**src/hw/rtl/tep_pkg.sv**
```systemverilog
// ---------------------------------------------------------------------------
// tep_pkg
// shared codes and types of the terminal escape parser
// ---------------------------------------------------------------------------
package tep_pkg;

    localparam int BYTE_W  = 8;
    localparam int CHAR_W  = 7;
    localparam int POS_W   = 7;
    localparam int CMD_W   = 4;
    localparam int ATTR_W  = 3;
    localparam int STATE_W = 3;
    localparam int OUT_W   = 32;

    // parse states
    localparam logic [STATE_W-1:0] PS_NORMAL = 3'd0;
    localparam logic [STATE_W-1:0] PS_ESC    = 3'd1;
    localparam logic [STATE_W-1:0] PS_ROW    = 3'd2;
    localparam logic [STATE_W-1:0] PS_COL    = 3'd3;
    localparam logic [STATE_W-1:0] PS_ATTR   = 3'd4;

    // screen commands
    localparam logic [CMD_W-1:0] CMD_GLYPH    = 4'd0;
    localparam logic [CMD_W-1:0] CMD_BS       = 4'd1;
    localparam logic [CMD_W-1:0] CMD_TAB      = 4'd2;
    localparam logic [CMD_W-1:0] CMD_LF       = 4'd3;
    localparam logic [CMD_W-1:0] CMD_UP       = 4'd4;
    localparam logic [CMD_W-1:0] CMD_RIGHT    = 4'd5;
    localparam logic [CMD_W-1:0] CMD_CR       = 4'd6;
    localparam logic [CMD_W-1:0] CMD_CLR_HOME = 4'd7;
    localparam logic [CMD_W-1:0] CMD_HOME     = 4'd8;
    localparam logic [CMD_W-1:0] CMD_NEWLINE  = 4'd9;
    localparam logic [CMD_W-1:0] CMD_PLACE    = 4'd10;
    localparam logic [CMD_W-1:0] CMD_EOL_ERA  = 4'd11;
    localparam logic [CMD_W-1:0] CMD_EOS_ERA  = 4'd12;
    localparam logic [CMD_W-1:0] CMD_SET_ATTR = 4'd13;

    // attribute bits
    localparam logic [ATTR_W-1:0] AT_REV   = 3'b001;
    localparam logic [ATTR_W-1:0] AT_BLINK = 3'b010;
    localparam logic [ATTR_W-1:0] AT_HALF  = 3'b100;

    // control codes
    localparam logic [BYTE_W-1:0] CC_BS    = 8'h08;
    localparam logic [BYTE_W-1:0] CC_TAB   = 8'h09;
    localparam logic [BYTE_W-1:0] CC_LF    = 8'h0A;
    localparam logic [BYTE_W-1:0] CC_UP    = 8'h0B;
    localparam logic [BYTE_W-1:0] CC_RIGHT = 8'h0C;
    localparam logic [BYTE_W-1:0] CC_CR    = 8'h0D;
    localparam logic [BYTE_W-1:0] CC_CLEAR = 8'h1A;
    localparam logic [BYTE_W-1:0] CC_ESC   = 8'h1B;
    localparam logic [BYTE_W-1:0] CC_HOME  = 8'h1E;
    localparam logic [BYTE_W-1:0] CC_NL    = 8'h1F;
    localparam logic [BYTE_W-1:0] CC_SPACE = 8'h20;

    // escape and attribute characters
    localparam logic [CHAR_W-1:0] EC_ROWCOL = 7'h3D; // '='
    localparam logic [CHAR_W-1:0] EC_ATTR   = 7'h47; // 'G'
    localparam logic [CHAR_W-1:0] EC_CLR_A  = 7'h2A; // '*'
    localparam logic [CHAR_W-1:0] EC_CLR_B  = 7'h3A; // ':'
    localparam logic [CHAR_W-1:0] EC_EOL    = 7'h54; // 'T'
    localparam logic [CHAR_W-1:0] EC_EOS    = 7'h59; // 'Y'
    localparam logic [CHAR_W-1:0] EC_HALF   = 7'h26; // '&'
    localparam logic [CHAR_W-1:0] EC_FULL   = 7'h27;
    localparam logic [CHAR_W-1:0] AC_NONE   = 7'h30; // '0'
    localparam logic [CHAR_W-1:0] AC_BLINK  = 7'h32; // '2'
    localparam logic [CHAR_W-1:0] AC_REV    = 7'h34; // '4'
    localparam logic [CHAR_W-1:0] AC_BOTH   = 7'h36; // '6'
    localparam logic [POS_W-1:0]  POS_BASE  = 7'h20;

    // config register indexes
    localparam logic CFG_ROWS = 1'b0;
    localparam logic CFG_COLS = 1'b1;

    localparam logic [POS_W-1:0] ROWS_RESET = 7'd24;
    localparam logic [POS_W-1:0] COLS_RESET = 7'd80;

    typedef struct packed {
        logic [STATE_W-1:0] state;
        logic [POS_W-1:0]   pend_row;
        logic [ATTR_W-1:0]  attr;
    } t_parse;

    typedef struct packed {
        logic              valid;
        logic [CMD_W-1:0]  command;
        logic [CHAR_W-1:0] glyph;
        logic [POS_W-1:0]  row;
        logic [POS_W-1:0]  col;
        logic [ATTR_W-1:0] attr;
    } t_result;

endpackage

```
**src/hw/rtl/terminal_escape_parser.sv**
```systemverilog
// ---------------------------------------------------------------------------
// terminal_escape_parser
// each byte is registered at the input, decoded, and its command word is registered at the output
// throughput: one byte per cycle while the output is free, set by the single decode stage
// bytes that cause no command are absorbed without an output word
// reset: synchronous active low, parser to normal, attribute cleared,
// 24 rows and 80 columns
// ---------------------------------------------------------------------------
module terminal_escape_parser
    import tep_pkg::*;
(
    input  logic              i_clk,
    input  logic              i_rst_n,
    // config write port
    input  logic              i_cfg_we,
    input  logic              i_cfg_index,
    input  logic [POS_W-1:0]  i_cfg_data,
    // input stream
    input  logic              s_axis_tvalid,
    output logic              s_axis_tready,
    input  logic [BYTE_W-1:0] s_axis_tdata,   // [7:0] byte_in
    // output stream
    output logic              m_axis_tvalid,
    input  logic              m_axis_tready,
    output logic [OUT_W-1:0]  m_axis_tdata    // command, glyph_code, target_row,
                                              // target_col, attribute, zero pad
);

    logic              r_in_valid;
    logic [BYTE_W-1:0] r_in_byte;
    logic              r_out_valid;
    t_result           r_out;
    t_parse            r_parse;
    logic [POS_W-1:0]  r_rows;
    logic [POS_W-1:0]  r_cols;

    t_parse            n_parse;
    t_result           n_res;
    logic              out_free;
    logic              advance;

    tep_decode u_decode (
        .i_cur  (r_parse),
        .i_byte (r_in_byte),
        .i_rows (r_rows),
        .i_cols (r_cols),
        .o_next (n_parse),
        .o_res  (n_res)
    );

    assign out_free      = !r_out_valid || m_axis_tready;
    assign advance       = r_in_valid && out_free;
    assign s_axis_tready = !r_in_valid || out_free;

    always_ff @(posedge i_clk) begin
        if (!i_rst_n) begin
            r_in_valid  <= 1'b0;
            r_out_valid <= 1'b0;
            r_parse     <= '0;
            r_rows      <= ROWS_RESET;
            r_cols      <= COLS_RESET;
        end else begin
            if (s_axis_tready) begin
                r_in_valid <= s_axis_tvalid;
            end
            if (advance) begin
                r_parse     <= n_parse;
                r_out_valid <= n_res.valid;
            end else if (m_axis_tready) begin
                r_out_valid <= 1'b0;
            end
            if (i_cfg_we) begin
                case (i_cfg_index)
                    CFG_ROWS: r_rows <= i_cfg_data;
                    CFG_COLS: r_cols <= i_cfg_data;
                    default:  ;
                endcase
            end
        end
    end

    always_ff @(posedge i_clk) begin
        if (s_axis_tready && s_axis_tvalid) begin
            r_in_byte <= s_axis_tdata;
        end
        if (advance) begin
            r_out <= n_res;
        end
    end

    assign m_axis_tvalid = r_out_valid;
    assign m_axis_tdata  = {4'b0000, r_out.attr, r_out.col, r_out.row,
                            r_out.glyph, r_out.command};

endmodule

```
**src/hw/rtl/tep_decode.sv**
```systemverilog
// ---------------------------------------------------------------------------
// tep_decode
// one byte of parse: next parser state and the screen command it causes
// ---------------------------------------------------------------------------
module tep_decode
    import tep_pkg::*;
(
    input  t_parse            i_cur,
    input  logic [BYTE_W-1:0] i_byte,
    input  logic [POS_W-1:0]  i_rows,
    input  logic [POS_W-1:0]  i_cols,
    output t_parse            o_next,
    output t_result           o_res
);

    logic [CHAR_W-1:0] v;
    logic [POS_W-1:0]  offs;
    logic              below;

    assign v     = i_byte[CHAR_W-1:0];
    assign offs  = v - POS_BASE;
    assign below = (v < POS_BASE);

    always_comb begin
        o_next = i_cur;
        o_res  = '0;
        o_next.state = PS_NORMAL;
        case (i_cur.state)
            PS_ESC: begin
                case (v)
                    EC_ROWCOL: o_next.state = PS_ROW;
                    EC_ATTR:   o_next.state = PS_ATTR;
                    EC_CLR_A, EC_CLR_B: begin
                        o_res.valid   = 1'b1;
                        o_res.command = CMD_CLR_HOME;
                    end
                    EC_EOL: begin
                        o_res.valid   = 1'b1;
                        o_res.command = CMD_EOL_ERA;
                    end
                    EC_EOS: begin
                        o_res.valid   = 1'b1;
                        o_res.command = CMD_EOS_ERA;
                    end
                    EC_HALF: begin
                        o_next.attr   = i_cur.attr | AT_HALF;
                        o_res.valid   = 1'b1;
                        o_res.command = CMD_SET_ATTR;
                    end
                    EC_FULL: begin
                        o_next.attr   = i_cur.attr & ~AT_HALF;
                        o_res.valid   = 1'b1;
                        o_res.command = CMD_SET_ATTR;
                    end
                    default: ;
                endcase
            end
            PS_ROW: begin
                if (!below && (offs < i_rows)) begin
                    o_next.pend_row = offs;
                    o_next.state    = PS_COL;
                end
            end
            PS_COL: begin
                if (!below && (offs < i_cols)) begin
                    o_res.valid   = 1'b1;
                    o_res.command = CMD_PLACE;
                    o_res.row     = i_cur.pend_row;
                    o_res.col     = offs;
                end
            end
            PS_ATTR: begin
                case (v)
                    AC_NONE:  o_next.attr = i_cur.attr & ~(AT_REV | AT_BLINK);
                    AC_BLINK: o_next.attr = (i_cur.attr & ~AT_REV) | AT_BLINK;
                    AC_REV:   o_next.attr = (i_cur.attr & ~AT_BLINK) | AT_REV;
                    AC_BOTH:  o_next.attr = i_cur.attr | AT_REV | AT_BLINK;
                    default:  ;
                endcase
                o_res.valid   = 1'b1;
                o_res.command = CMD_SET_ATTR;
            end
            default: begin
                if (i_byte >= CC_SPACE) begin
                    o_res.valid   = 1'b1;
                    o_res.command = CMD_GLYPH;
                    o_res.glyph   = v;
                end else begin
                    o_res.valid = 1'b1;
                    case (i_byte)
                        CC_BS:    o_res.command = CMD_BS;
                        CC_TAB:   o_res.command = CMD_TAB;
                        CC_LF:    o_res.command = CMD_LF;
                        CC_UP:    o_res.command = CMD_UP;
                        CC_RIGHT: o_res.command = CMD_RIGHT;
                        CC_CR:    o_res.command = CMD_CR;
                        CC_CLEAR: o_res.command = CMD_CLR_HOME;
                        CC_HOME:  o_res.command = CMD_HOME;
                        CC_NL:    o_res.command = CMD_NEWLINE;
                        CC_ESC: begin
                            o_res.valid  = 1'b0;
                            o_next.state = PS_ESC;
                        end
                        default:  o_res.valid = 1'b0;
                    endcase
                end
            end
        endcase
        o_res.attr = o_next.attr;
    end

endmodule
```
**config.mk**
```make
export PLATFORM = sky130hd
export DESIGN_NAME = terminal_escape_parser
export DESIGN_NICKNAME = d
export VERILOG_FILES = /design/src/hw/rtl/tep_pkg.sv /design/src/hw/rtl/terminal_escape_parser.sv /design/src/hw/rtl/tep_decode.sv
export SDC_FILE = /design/constraint.sdc
export NUM_CORES = 1
export LEC_CHECK = 0
export BUFFER_PORTS_ARGS = -buffer_cell sky130_fd_sc_hd__buf_2
export CAP_MARGIN = 20
export CELL_PAD_IN_SITES_DETAIL_PLACEMENT = 0
export CELL_PAD_IN_SITES_GLOBAL_PLACEMENT = 1
export CORE_MARGIN = 2
export CORE_UTILIZATION = 45
export CTS_BUF_LIST = sky130_fd_sc_hd__clkbuf_4
export CTS_CLUSTER_SIZE = 24
export DETAILED_ROUTE_END_ITERATION = 10
export HOLD_SLACK_MARGIN = 0.12
export PLACE_DENSITY_LB_ADDON = 0.1
export SETUP_SLACK_MARGIN = 0.2
export SLEW_MARGIN = 20
export SYNTH_ARGS = -nofsm -noshare
export SYNTH_HDL_FRONTEND = slang
export SYNTH_SLANG_ARGS = --single-unit
```
**constraint.sdc**
```tcl
create_clock -name i_clk -period 3.4 [get_ports i_clk]
set_clock_uncertainty 0.2 [all_clocks]
set_input_delay 0.17 -clock i_clk [delete_from_list [all_inputs] [get_ports i_clk]]
set_output_delay 0.17 -clock i_clk [all_outputs]
set_load 0.01 [all_outputs]
```
==> results of run 1 <==
## flip-flops by register name, summed over array words and instances, names as in the netlist
register and cells:
m_axis_tdata 28, r_parse 13, r_in_byte 8, r_cols 7, r_rows 7, m_axis_tvalid 1, r_in_valid 1
## what timing repair did
action                                  CTS  global route
hold endpoints to repair                 45             0
endpoints found under the setup margin    0             0
hold buffers                             31             0
## worst register-to-register path, delay by kind of cell (launching register included)
| kind | cells | cell delay (ps) |
|---|---|---|
| buf+inv | 2 | 230 |
| flops | 1 | 470 |
| simple gates | 1 | 220 |
| fa+ha+maj | 2 | 630 |
| compound gates | 4 | 950 |
## power breakdown
group / internal, W / leakage (nW) / total (W) / switching (W)
registers: 0.000863 / 0.585 / 0.000882 / 0.0000188
logic: 0.0000906 / 0.945 / 0.000202 / 0.000112
clock network: 0.000306 / 0.0914 / 0.000609 / 0.000303
total: 0.00126 / 1.62 / 0.00169 / 0.000433
## per-stage QoR
stage	worst slack [ps]	hold slack (ps)
floorplan	934	68.9
global placement	452	147
detailed placement	356	148
CTS	318	228
global route	391	253
finish	663	263
## how the worst max path moves through the flow
stage | slack (ps) | endpoint | cells past startpoint | from
6_report | 660 | m_axis_tvalid | 9 | r_in_byte[5]
4_1_cts | 320 | m_axis_tvalid | 9 | r_in_byte[5]
5_1_grt | 390 | m_axis_tvalid | 9 | r_in_byte[5]
2_1_floorplan | 930 | r_parse[3] | 10 | r_in_byte[5]
3_5_place_dp | 360 | m_axis_tvalid | 9 | r_in_byte[5]
3_3_place_gp | 450 | m_axis_tvalid | 9 | r_in_byte[5]
## cell usage after synthesis (3+ instances only)
master,instances
nand2_1,37
o21ai_0,10
buf_4,5
nor4_1,3
a21oi_1,9
a211o_1,4
a21boi_0,10
nand3_1,15
a21o_1,3
dfxtp_1,29
buf_2,3
nor2_1,10
o22ai_1,4
o211ai_1,5
edfxtp_1,36
ha_1,13
and2_1,18
inv_1,20
nand2b_1,11
clkbuf_1,10
nor2b_1,6
nor3_1,6
## cells by family (layout without fill, tap and decap cells)
family / after synthesis / count (layout) / synth area share
buffers and inverters: 39 / 123 / 0.0566
and+or+nand+nor: 118 / 118 / 0.202
AOI/OAI and AO/OA: 60 / 60 / 0.136
other: 1 / 4 / 0.00120
adders and majority gates: 13 / 13 / 0.0522
muxes: 3 / 3 / 0.0133
xor gates and xnor gates: 2 / 2 / 0.00562
DFF: 65 / 65 / 0.533
## metal layers
metal | track usage | wire length (um)
met3 | 0.0521 | 340
met4 | 0.0783 | 105
met2 | 0.313 | 3250
met5 | 0 | 0
met1 | 0.248 | 3110
## final cells by class
| type | count | area, um^2 | area share |
|---|---|---|---|
| tap | 80 | 100 | 0.0256 |
| multi-input combinational | 200 | 1290 | 0.331 |
| timing repair buffer | 87 | 606 | 0.155 |
| clock inverter | 7 | 101 | 0.0260 |
| sequential | 65 | 1660 | 0.426 |
| inverter | 20 | 75.1 | 0.0192 |
| clock buffer | 9 | 67.6 | 0.0173 |
==> results.toml, run 1 <==
[global_route]
overflow = 0
grt_max_degree = 35
track_usage = 0.194
grt_pass1_wl_um = 11100
antenna_found_initial = 0
grt_pass1_vias = 2391

[final_layout]
drive_gt1_frac = 0.216
final_cell_mix = "buf_2 (50), nand2_1 (37), edfxtp_1 (36)"
fin_util = 0.578
fill_cells = 596
layoutNonFillerInstCount = 468
n_antenna_cell = 0
final_area_um2 = 3900
fin_nets = 417
final_common_cell = "buf_2"
areaGrowthSynthToFinish_pct = 25.3

[synth]
syn_area_um2 = 3120
netlist_instances = 301
async_flop_share = 0
yosys.cell_types.count = 50
synthFlopType = "edfxtp_1"
synth_top_area_share = 0.347
yosysWarnings = 0
synth-seq-cells = 65
ys_seq_area_frac = 0.533
synth_edf_count = 36
post_synth.cell_area_avg_um2 = 10.4
synth_top_area_cell = "edfxtp_1"
synth.top_cells.by_area = "edfxtp_1 (35%), dfxtp_1 (19%), ha_1 (5.2%)"

[flow_run]
drv_cap = 0

[worst_setup_path]
slowest_stage = "a21oi_2"
r2r_cells = 9
slowest_delay_ps = 540
critPathCaptureType = "flip-flop"
r2r_end = "m_axis_tvalid"
worstPathCellList = "inv_1 -> ha_1 -> inv_1 -> ha_1 -> o21ai_0 -> o2111ai_1 -> a21oi_2 -> nand2b_1 -> o311a_1"
worstSetupPathType = "reg2reg"
crit_family = "compound AO/OA/AOI/OAI gates"
path_buf_inv = 2
worstPathRequired_ps = 3550
path_max_fanout = 16
startpoint_type = "flip-flop"
ff2ff_setup_slack_ps = 660
reg2reg_from = "r_in_byte[5]"
cp.arrival_ps = 2880

[timing]
timing.final.crit_share = 0.805
maxSlewViolCount = 0
hold_viol = 0
slew-limit-headroom = 0.539
grt_setup_unrepaired = "no"
min_period_ps = 2740
finalSetupViolCount = 0
worst_slew_pin_slew_ps = 691
fin_tns_setup_ps = 0
fmax_ghz = 0.365

[route]
antenna_left = 0
dr.pass1.iters = 4
via_per_inst = 5.23
vias = 2448
wl_per_cell_um = 14.6
drt_iter0_drc = 219
drc_errors = 0
wl_um = 6810

[clocking]
cts_max_path_buffers = 2
clk_latency_ps = 410
cts.sinks = 65
root_buffer = "clkbuf_4"
cts_resized = 0
cts_max_level = 3
cts_tree = "done"
cts_buffers = 9
postCtsSetupRepairBufs = 0
clkSlewWorstSetupHoldPaths_ps = 120

[status]
status = "finished, final reports clean"

[placement]
gp_congestion = 0.833
dp.cells = 421
dp_hpwl_um = 4440
port_buffers = 50
placed_area_um2 = 3420

[power_and_ir_drop]
vdd_drop_max_uv = 252
finalPower_w = 0.00169
power_density_nw_per_um2 = 434
leakagePower_nw = 1.62

[die]
io_pins = 55
die_area_um2 = 7600
die_w_um = 87.2
die_y_um = 87.2
rows = 30
core_um2 = 6760
start_util = 0.461

[worst_hold_path]
worstHoldPathType = "reg2reg"
hp-start = "r_parse[4]"
min_to = "r_parse[4]"
min_path_cells = 2
(Power assumes the default switching activity.)
==> inputs of run 2 (changes only) <==
--- a/config.mk
+++ b/config.mk
@@ -5,12 +5,13 @@
 export SDC_FILE = /design/constraint.sdc
 export NUM_CORES = 1
 export LEC_CHECK = 0
+export ABC_AREA = 1
 export BUFFER_PORTS_ARGS = -buffer_cell sky130_fd_sc_hd__buf_2
 export CAP_MARGIN = 20
 export CELL_PAD_IN_SITES_DETAIL_PLACEMENT = 0
 export CELL_PAD_IN_SITES_GLOBAL_PLACEMENT = 1
 export CORE_MARGIN = 2
-export CORE_UTILIZATION = 45
+export CORE_UTILIZATION = 43
 export CTS_BUF_LIST = sky130_fd_sc_hd__clkbuf_4
 export CTS_CLUSTER_SIZE = 24
 export DETAILED_ROUTE_END_ITERATION = 10
==> constraint.sdc (replaced) <==
create_clock -name i_clk -period 2.85 [get_ports i_clk]
set_clock_uncertainty 0.2 [all_clocks]
set_input_delay 0.1425 -clock i_clk [delete_from_list [all_inputs] [get_ports i_clk]]
set_output_delay 0.1425 -clock i_clk [all_outputs]
set_load 0.01 [all_outputs]
==> results.toml, run 2 <==
[worst_setup_path]
critPathCaptureType = "flip-flop"
slowest_delay_ps = 570
worstPathCellList = "dlygate4sd3_1 -> buf_2 -> nor2_1 -> inv_1 -> nor2_1 -> dlygate4sd3_1 -> nor2_1 -> dlygate4sd3_1"
path_max_fanout = 9
worstPathRequired_ps = 2980
startpoint_type = "input pin"
worstSetupPathType = "in2reg"
slowest_stage = "dlygate4sd3_1"
cp.arrival_ps = 2630

[clocking]
root_buffer = "clkbuf_4"
clkSlewWorstSetupHoldPaths_ps = 130
cts.hold.buffers_added = 32
cts_max_level = 3
cts.sinks = 65
cts_max_path_buffers = 2
clk_latency_ps = 430
cts_buffers = 9
cts_resized = 0
postCtsSetupRepairBufs = 0
cts_tree = "done"

[die]
core_um2 = 6870
die_area_um2 = 7890
die_w_um = 88.8
start_util = 0.450
die_y_um = 88.8
rows = 30
io_pins = 55

[final_layout]
final_area_um2 = 3910
fin_nets = 479
fill_cells = 625
n_antenna_cell = 0
drive_gt1_frac = 0.189
final_cell_mix = "nor2_1 (72), nand2_1 (61), buf_2 (50)"
final_common_cell = "nor2_1"
largest_reg_flops = 28
areaGrowthSynthToFinish_pct = 26.3
layoutNonFillerInstCount = 546
fin_util = 0.568

[route]
drt_iter0_drc = 111
vias = 2537
wl_per_cell_um = 12.3
via_per_inst = 4.65
dr.pass1.iters = 4
drc_errors = 0
wl_um = 6720
antenna_left = 0

[placement]
placed_area_um2 = 3420
gp_congestion = 0.874
dp_hpwl_um = 4700
port_buffers = 50
dp.cells = 498

[synth]
syn_area_um2 = 3090
synth-seq-cells = 65
synth_top_area_cell = "edfxtp_1"
synth_top_area_share = 0.350
yosysWarnings = 0
synth.top_cells.by_area = "edfxtp_1 (35%), dfxtp_1 (19%), nor2_1 (8.7%)"
synth_edf_count = 36
yosys.cell_types.count = 28
netlist_instances = 355
post_synth.cell_area_avg_um2 = 8.71
ys_seq_area_frac = 0.537
synth_common_cells = "nor2_1 (72), nand2_1 (61), inv_1 (46), edfxtp_1 (36), dfxtp_1 (29)"
async_flop_share = 0
synth_most_common_cell = "nor2_1"
synthFlopType = "edfxtp_1"

[global_route]
grt_pass1_wl_um = 10900
track_usage = 0.187
overflow = 0
antenna_found_initial = 0
grt_max_degree = 30
grt_pass1_vias = 2340

[status]
status = "finished, final reports clean"

[power_and_ir_drop]
leakagePower_nw = 1.76
finalPower_w = 0.00206
power_density_nw_per_um2 = 527
vdd_drop_max_uv = 266

[worst_hold_path]
worstHoldPathType = "in2reg"

[timing]
timing.final.crit_share = 0.878
maxSlewViolCount = 0
grt_setup_unrepaired = "no"
finalSetupViolCount = 0
hold_viol = 0
fmax_ghz = 0.400
fin_tns_setup_ps = 0
min_period_ps = 2500

[flow_run]
drv_cap = 0
-- run 2: cell types whose count changed after synthesis, sizes merged, moves of 6 or more --
cell / before / now
nor2: 11 / 73
a21oi: 9 / 21
and2: 18 / 1
a21boi: 12 / 0
inv: 20 / 50
nand2: 37 / 67
o21ai: 10 / 22
nor2b: 6 / 0
nand2b: 11 / 0
clkbuf: 10 / 0
-- run 2: layer usage --
metal,GRT usage,share of wire,up-vias,wire length (um)
met4,0.0868,0.021,0,141
met5,0,0,-,0
met3,0.0345,0.041,13,274
li1,-,-,1340,-
met1,0.249,0.50,1123,3350
met2,0.296,0.44,61,2950
-- run 2: final timing paths --
check | startpoint | endpoint | slack [ps] | cells after the start
worst max-delay path | i_cfg_index | r_rows[0] | 350 | 8
worst max register to register | r_in_byte[5] | m_axis_tvalid | 490 | 11
worst min-delay path | s_axis_tdata[3] | r_in_byte[3] | 220 | 2
worst min register to register | r_rows[2] | r_rows[2] | 260 | 2
-- run 2: cells by family after synthesis --
logic type,after synthesis,synth area share
AOI/OAI and AO/OA,52,0.0906
buffers and inverters,58,0.0825
and+or+nand+nor,166,0.236
adders and majority gates,13,0.0526
other,1,0.00121
DFF,65,0.537
-- run 2: power by group --
| part | internal (W) | switching (W) | total, W |
|---|---|---|---|
| Clock | 0.000355 | 0.000358 | 0.000713 |
| Combinational | 0.000112 | 0.000160 | 0.000272 |
| Sequential | 0.00104 | 0.0000302 | 0.00107 |
-- run 2: final cells by class --
cell class / instances / area [um^2] / area share
Sequential cell: 65 / 1660 / 0.426
Multi-Input combinational cell: 235 / 1190 / 0.304
Timing Repair Buffer: 84 / 586 / 0.150
Inverter: 50 / 188 / 0.0481
Tap cell: 96 / 120 / 0.0308
Clock inverter: 7 / 95.1 / 0.0244
Clock buffer: 9 / 67.6 / 0.0173
-- run 2: critical path: cells and delay by family --
kind / cells / cell delay, ps
buffers and inverters: 5 / 2020
AND/OR/NAND/NOR: 3 / 480
-- run 2: stage by stage --
step / hold slack, ps / setup slack, ps
final: 216 / 348
after global routing: 210 / 230
after detailed placement: 121 / 473
after floorplan: 41.4 / 637
after CTS: 199 / 403
after global placement: 119 / 551
